`config.mk`:
```
export PLATFORM = sky130hd
export DESIGN_NAME = lwfc_ctrl
export DESIGN_NICKNAME = d
export VERILOG_FILES = /design/src/rtl/lwfc_pkg.sv /design/src/rtl/lwfc_ctrl.sv
export SDC_FILE = /design/constraint.sdc
export NUM_CORES = 1
export LEC_CHECK = 0
export ABC_CLOCK_PERIOD_IN_PS = 2650
export BUFFER_PORTS_ARGS = -buffer_cell sky130_fd_sc_hd__buf_4
export CORE_MARGIN = 1.5
export CORE_UTILIZATION = 26
export DETAILED_ROUTE_END_ITERATION = 16
export GPL_TIMING_DRIVEN = 1
export PLACE_DENSITY = 0.85
export SLEW_MARGIN = 20
export SYNTH_ARGS = -nofsm -noshare
export SYNTH_HDL_FRONTEND = slang
export SYNTH_SLANG_ARGS = --single-unit
```
`constraint.sdc`:
```
create_clock -name clk -period 2.65 [get_ports clk]
set_input_delay 0.3975 -clock clk [delete_from_list [all_inputs] [get_ports clk]]
set_output_delay 0.3975 -clock clk [all_outputs]
set_load 0.1 [all_outputs]
```
`src/rtl/lwfc_pkg.sv`:
```
`timescale 1ns / 1ps
package lwfc_pkg;

    localparam int SCAN_POINTS = 360;
    localparam int IDX_W = 9;
    localparam int DIST_W = 14;
    localparam logic [DIST_W-1:0] NOTHING = 14'h3FFF;
    localparam logic [IDX_W-1:0] LEFT_LO = 9'd270;
    localparam logic [IDX_W-1:0] CENTRE_LO = 9'd330;
    localparam logic [IDX_W-1:0] RIGHT_LO = 9'd30;
    localparam logic [IDX_W-1:0] RIGHT_HI = 9'd90;

    typedef enum logic [2:0] {
        REG_FOLLOW = 3'd0,
        REG_SAFE = 3'd1,
        REG_CORNER = 3'd2,
        REG_CRUISE = 3'd3,
        REG_TURN = 3'd4,
        REG_DOORWAY = 3'd5,
        REG_REPEATS = 3'd6,
        REG_WAIT = 3'd7
    } reg_idx_t;

    typedef enum logic [1:0] {
        SIDE_LEFT = 2'd0,
        SIDE_CENTRE = 2'd1,
        SIDE_RIGHT = 2'd2,
        SIDE_NONE = 2'd3
    } side_t;

    typedef enum logic [1:0] {
        MODE_STRAIGHT = 2'd0,
        MODE_WALL = 2'd1,
        MODE_CORNER = 2'd2,
        MODE_WALL_ALT = 2'd3
    } mode_t;

    typedef enum logic [2:0] {
        ST_COLLECT,
        ST_SWEEP,
        ST_PLAN,
        ST_OUT0,
        ST_OUT1
    } state_t;

    typedef struct packed {
        logic [8:0] point_index;
        logic [13:0] range_mm;
        logic range_valid;
        logic last_point;
    } point_t;

    typedef struct packed {
        logic signed [10:0] linear_speed;
        logic signed [11:0] angular_rate;
        logic [11:0] wait_before_ms;
        logic last_command;
    } cmd_t;

    typedef struct packed {
        logic [13:0] track_mm;
        logic [13:0] guard_mm;
        logic [13:0] corner_delta;
        logic [9:0] cruise_speed;
        logic [9:0] yaw_rate;
        logic [9:0] doorway_speed;
        logic [3:0] scan_repeats;
        logic [11:0] turn_wait_ms;
    } cfg_t;

    typedef struct packed {
        logic store_en;
        logic sweep_start;
        logic sweep_en;
        logic plan_en;
        logic sel_second;
    } ctl_t;

    typedef struct packed {
        logic sweep_done;
        logic [1:0] cmd_count;
    } sts_t;

endpackage

```
`src/rtl/lwfc_ctrl.sv`:
```
`timescale 1ns / 1ps
module lwfc_ctrl (
    input  logic             clk,
    input  logic             rst_n,
    input  lwfc_pkg::cfg_t   cfg,
    input  logic             in_valid,
    output logic             in_ready,
    input  lwfc_pkg::point_t pt,
    output logic             out_valid,
    input  logic             out_ready,
    input  lwfc_pkg::sts_t   sts,
    output lwfc_pkg::ctl_t   ctl
);
    import lwfc_pkg::*;

    state_t state_reg, state_next;
    logic [3:0] cnt_reg, cnt_next;
    logic [3:0] reps;
    logic acc;

    assign reps = (cfg.scan_repeats == 4'd0) ? 4'd1 : cfg.scan_repeats;
    assign acc = in_valid && in_ready;

    always_ff @(posedge clk or negedge rst_n)
    begin
        if (!rst_n)
        begin
            state_reg <= ST_COLLECT;
            cnt_reg <= '0;
        end
        else
        begin
            state_reg <= state_next;
            cnt_reg <= cnt_next;
        end
    end

    always_comb
    begin
        state_next = state_reg;
        cnt_next = cnt_reg;
        ctl = '0;
        in_ready = 1'b0;
        out_valid = 1'b0;
        unique case (state_reg)
            ST_COLLECT:
            begin
                in_ready = 1'b1;
                if (acc)
                begin
                    if (cnt_reg < reps)
                    begin
                        ctl.store_en = (pt.point_index < IDX_W'(SCAN_POINTS)) &&
                                       (cnt_reg == 4'd0 || pt.range_valid);
                        if (pt.last_point) cnt_next = cnt_reg + 1'b1;
                    end
                    else if (pt.last_point)
                    begin
                        ctl.sweep_start = 1'b1;
                        cnt_next = '0;
                        state_next = ST_SWEEP;
                    end
                end
            end
            ST_SWEEP:
            begin
                ctl.sweep_en = 1'b1;
                if (sts.sweep_done) state_next = ST_PLAN;
            end
            ST_PLAN:
            begin
                ctl.plan_en = 1'b1;
                state_next = ST_OUT0;
            end
            ST_OUT0:
            begin
                if (sts.cmd_count == 2'd0)
                    state_next = ST_COLLECT;
                else
                begin
                    out_valid = 1'b1;
                    if (out_ready)
                        state_next = (sts.cmd_count == 2'd2) ? ST_OUT1 : ST_COLLECT;
                end
            end
            ST_OUT1:
            begin
                ctl.sel_second = 1'b1;
                out_valid = 1'b1;
                if (out_ready) state_next = ST_COLLECT;
            end
            default: state_next = ST_COLLECT;
        endcase
    end

endmodule

```
After elaboration in Yosys (flattened, before gate mapping). Cells that the tools add are included.

ROM bits: 0. Latch bits: 0. Bits of input ports: 120. Bits in writable memories: 0. Memories: 0. Bits in registers: 7. Word-level logic and storage cells: 49.

Reductions and logical operators: 9. Bitwise gates (word level): 0. Eq/ne operators: 11. $lt $le $gt $ge: 2. Shift-type cells: 0. $mul: 0. Add/subtract/negate cells: 1. Div/mod/pow operators: 0. Muxes and demuxes: 24.

Operator list (number): $mux W3 (8); $mux W4 (4); $pmux W3 S5 (1); $ne A2 B2 Y1 const B (5); $lt A9 B9 Y1 const B (1); $logic_not A4 Y1 (2); $mux W1 (8); $eq A3 B2 Y1 const B (2); $reduce_and A6 Y1 (1); $add A4 B1 Y4 const B (1); $lt A4 B4 Y1 (1); $mux W2 (2); $eq A3 B1 Y1 const B (1); $eq A3 B3 Y1 const B (1); $logic_not A3 Y1 (1); $ne A3 B3 Y1 const B (1); $reduce_and A3 Y1 (1); $eq A2 B2 Y1 const B (1); $logic_and A1 B1 Y1 (2); $logic_not A2 Y1 (1); $pmux W1 S2 (1); $logic_or A1 B1 Y1 (1).

Logic depth before layout (Yosys ltp).
Depth after elaboration: 6. Gate-level depth with buffers: 6. Gate-level depth less buffers: 6.

Worst setup path before layout. No wires, ideal clock.

Path type: register to output. Start: register state_reg[0]. End: output ctl[4] in the netlist's numbering. Buffers on the path: 0. Data arrival time: 2893 ps. Required time: 2253 ps. Stages on the path, launching flop included: 4. Path slack: -641 ps. Cells stage by stage: dfrtp_1 > nor3_4 > o2111ai_1 > nor2_1.

RTL lines: start: declaration (line lwfc_ctrl.sv:16) `state_t state_reg, state_next;`; start signal: assignment (line lwfc_ctrl.sv:33) `state_reg <= state_next;`; end: declaration (line lwfc_ctrl.sv:12) `output lwfc_pkg::ctl_t ctl`.

==> flow_summary_export.csv <==
group,metric,value,unit
route,ant_nets,0,
critical_path,reg2reg_slack,830,ps
critical_path,cpLargestDelayFamily,"simple AND/OR/NAND/NOR gates",
finish,area_growth_syn_to_layout,44.60,%
route,drt_wl_total,1542,um
yosys,yosys.area.top_type,"dfrtp_1",
timing,min_period,2408,ps
die,fp.dieW,51.61,um
finish,final_nets,227,
yosys,synth-seq-area-share,28.51,%
placed_design,gp_congestion,0.7792,
timing,fin_skew,2.881,ps
die,core-area,2212,sq um
finish,insertedDiodeCount,0,
critical_path,critPathCaptureType,"output pin",
clock_tree,cts-root-buf,"clkbuf_4",
die,dieArea,2664,sq um
timing,maxSlewHeadroom,75.36,%
yosys,synth_flop_cell,"dfrtp_1",
yosys,synth_nets,196,
critical_path,crit_buf_inv,1,
global_routing,grt_first_pass_wirelength,2677,um
global_routing,grt_overflow_total,0,
die,die_h,51.61,um
critical_path,slowest_stage,"dfrtp_1",
power_and_ir_drop,p_per_area,1080,nW/um^2
outcome,status,"complete, no violations",
yosys,synth_commonest_cells,"nor2_1, inv_1, nand2_1",
placed_design,portBuffers,25,
clock_tree,cts.sinks,7,
power_and_ir_drop,ir_worst_vdd,0.0005397,V
timing,hold_viol_final,0,
timing,max_freq,415.2,MHz
global_routing,grt_max_degree,9,
route,vias,638,
yosys,yosysWarnings,0,
clock_tree,clk_pin_slew,50,ps
route,drcViolationCount,0,
clock_tree,cts_max_level,1,
timing,rsz0062_at_grt,"no",
clock_tree,clk_latency,240,ps
route,vias_per_cell,4.946,
yosys,async_flop_share,100.0,%
global_routing,antenna_found_initial,0,
yosys,synth_edf_count,0,
die,io_pins,127,
timing,drv_slew,0,
global_routing,grt_pass1_vias,637,
timing,finalSetupTns,0,ps
die,core.rowCount,17,
critical_path,worstSetupPathType,"reg2out",
critical_path,path_cells,"ha_1, nor3_1, o31ai_4, and2_1, nor2_2, buf_4",
yosys,ys_top_cells_by_area,"dfrtp_1, ha_1, nor2_1",
critical_path,crit_required,2250,ps
critical_path,max_stage_delay,420,ps
timing,finalSetupViolations,0,
finish,largest_reg_flops,4,
power_and_ir_drop,p_leak,0.4055,nW
yosys,syn_area_per_cell,8.653,sq um
timing,worst_pin_slew,368.2,ps
critical_path,critPathMaxFanout,5,
power_and_ir_drop,finalPower,0.0009596,W
critical_path,worstPathArrival,2010,ps
yosys,yosysMostFrequentCell,"nor2_1",
route,drt_iter0_drc,8,
job,cap_violations,0,
clock_tree,postCtsSetupBuffers,0,
clock_tree,cts_buffers,3,
die,start_util,27.77,%
yosys,synth-seq-cells,7,
yosys,syn_inst,71,
route,avgRoutedWirePerCell,11.95,um
timing,post-route-period-util,90.88,%
placed_design,hpwl,1381,um
yosys,synth_top_area_share,28.51,%
hold_path,hold_class,"in2reg",
clock_tree,cts_max_path_buffers,2,
finish,drive_above_1_share,37.62,%
clock_tree,cts_tree,"yes",
route,drt_first_pass_iters,6,
global_routing,grt_use_total,13.30,%
critical_path,worstSetupStartpointType,"flop",
finish,fillers,237,
yosys,synthesis.area,614.3,sq um
yosys,synth_cell_types,26,
[per-layer routing]
| metal | wire (um) | global-route usage (%) | vias to the layer above |
|---|---|---|---|
| met1 | 555 | 15.33 | 297 |
| li1 | - | - | 316 |
| met5 | 0 | 0 | - |
| met2 | 851 | 22.44 | 19 |
| met3 | 81 | 2.011 | 6 |
| met4 | 53 | 9.211 | 0 |
[power by group]
part | total [W] | internal, W | switching [W]
Sequential | 0.000234 | 0.000149 | 0.0000845
Clock | 0.0000895 | 0.0000570 | 0.0000325
Combinational | 0.000636 | 0.000188 | 0.000448
[stage by stage]
stage	setup slack, ps	hold slack, ps	instance area (sq um)	instances	utilization (%)
2_1_floorplan	-215.0	101.9	629.4	71	-
3_5_place_dp	408.6	215.5	852.1	124	38.52
5_1_grt	102.3	364.8	888.4	129	40.16
6_report	241.7	359.0	888.4	129	40.16
3_3_place_gp	453.5	211.4	852.1	124	38.52
4_1_cts	214.5	347.3	888.4	129	40.16
[what timing repair did]
item / in CTS / in global routing
hold buffers: 1 / 0
hold endpoints to repair: 7 / 0
endpoints found under the setup margin: 0 / 0
resized for setup: 0 / 0
[path summary, 6_finish.rpt]
check | startpoint | end | depth (start not counted)
worst max-delay path | cnt_reg[3] | ctl[4] | 6
worst min-delay path | out_ready | state_reg[2] | 2
worst max register to register | cnt_reg[2] | cnt_reg[2] | 5
worst min register to register | state_reg[2] | state_reg[1] | 1
max in group asynchronous | rst_n | cnt_reg[3] | 2
min in group asynchronous | rst_n | state_reg[1] | 2
[cells in the final DEF, fill, tap and decap left out, drive strengths merged, types with 3 or more instances in the layout]
cell and n:
inv 8, clkbuf 4, nor3 3, nor2 9
ha 5, nand3 3, nand2 8, dfrtp 7
a21oi 3, buf 25, o21ai 6
[final cells by class]
class / instances / area (sq um) / share of cell area, %
clock buffer: 4 / 26.28 / 2.958
inverter: 8 / 30.03 / 3.380
multi-input combinational: 56 / 424.2 / 47.75
sequential: 7 / 175.2 / 19.72
tap: 28 / 35.03 / 3.944
timing repair buffer: 26 / 197.7 / 22.25
[cells by family (layout without fill, tap and decap cells)]
| logic type | count (synthesis) | after routing | synth area share (%) |
|---|---|---|---|
| AOI/OAI and AO/OA | 16 | 16 | 23.01 |
| adders and majority gates | 5 | 5 | 10.18 |
| buffers and inverters | 8 | 38 | 4.888 |
| DFF | 7 | 7 | 28.51 |
| and+or+nand+nor | 35 | 35 | 33.40 |
Note: power is estimated with default switching activity, not from simulation.
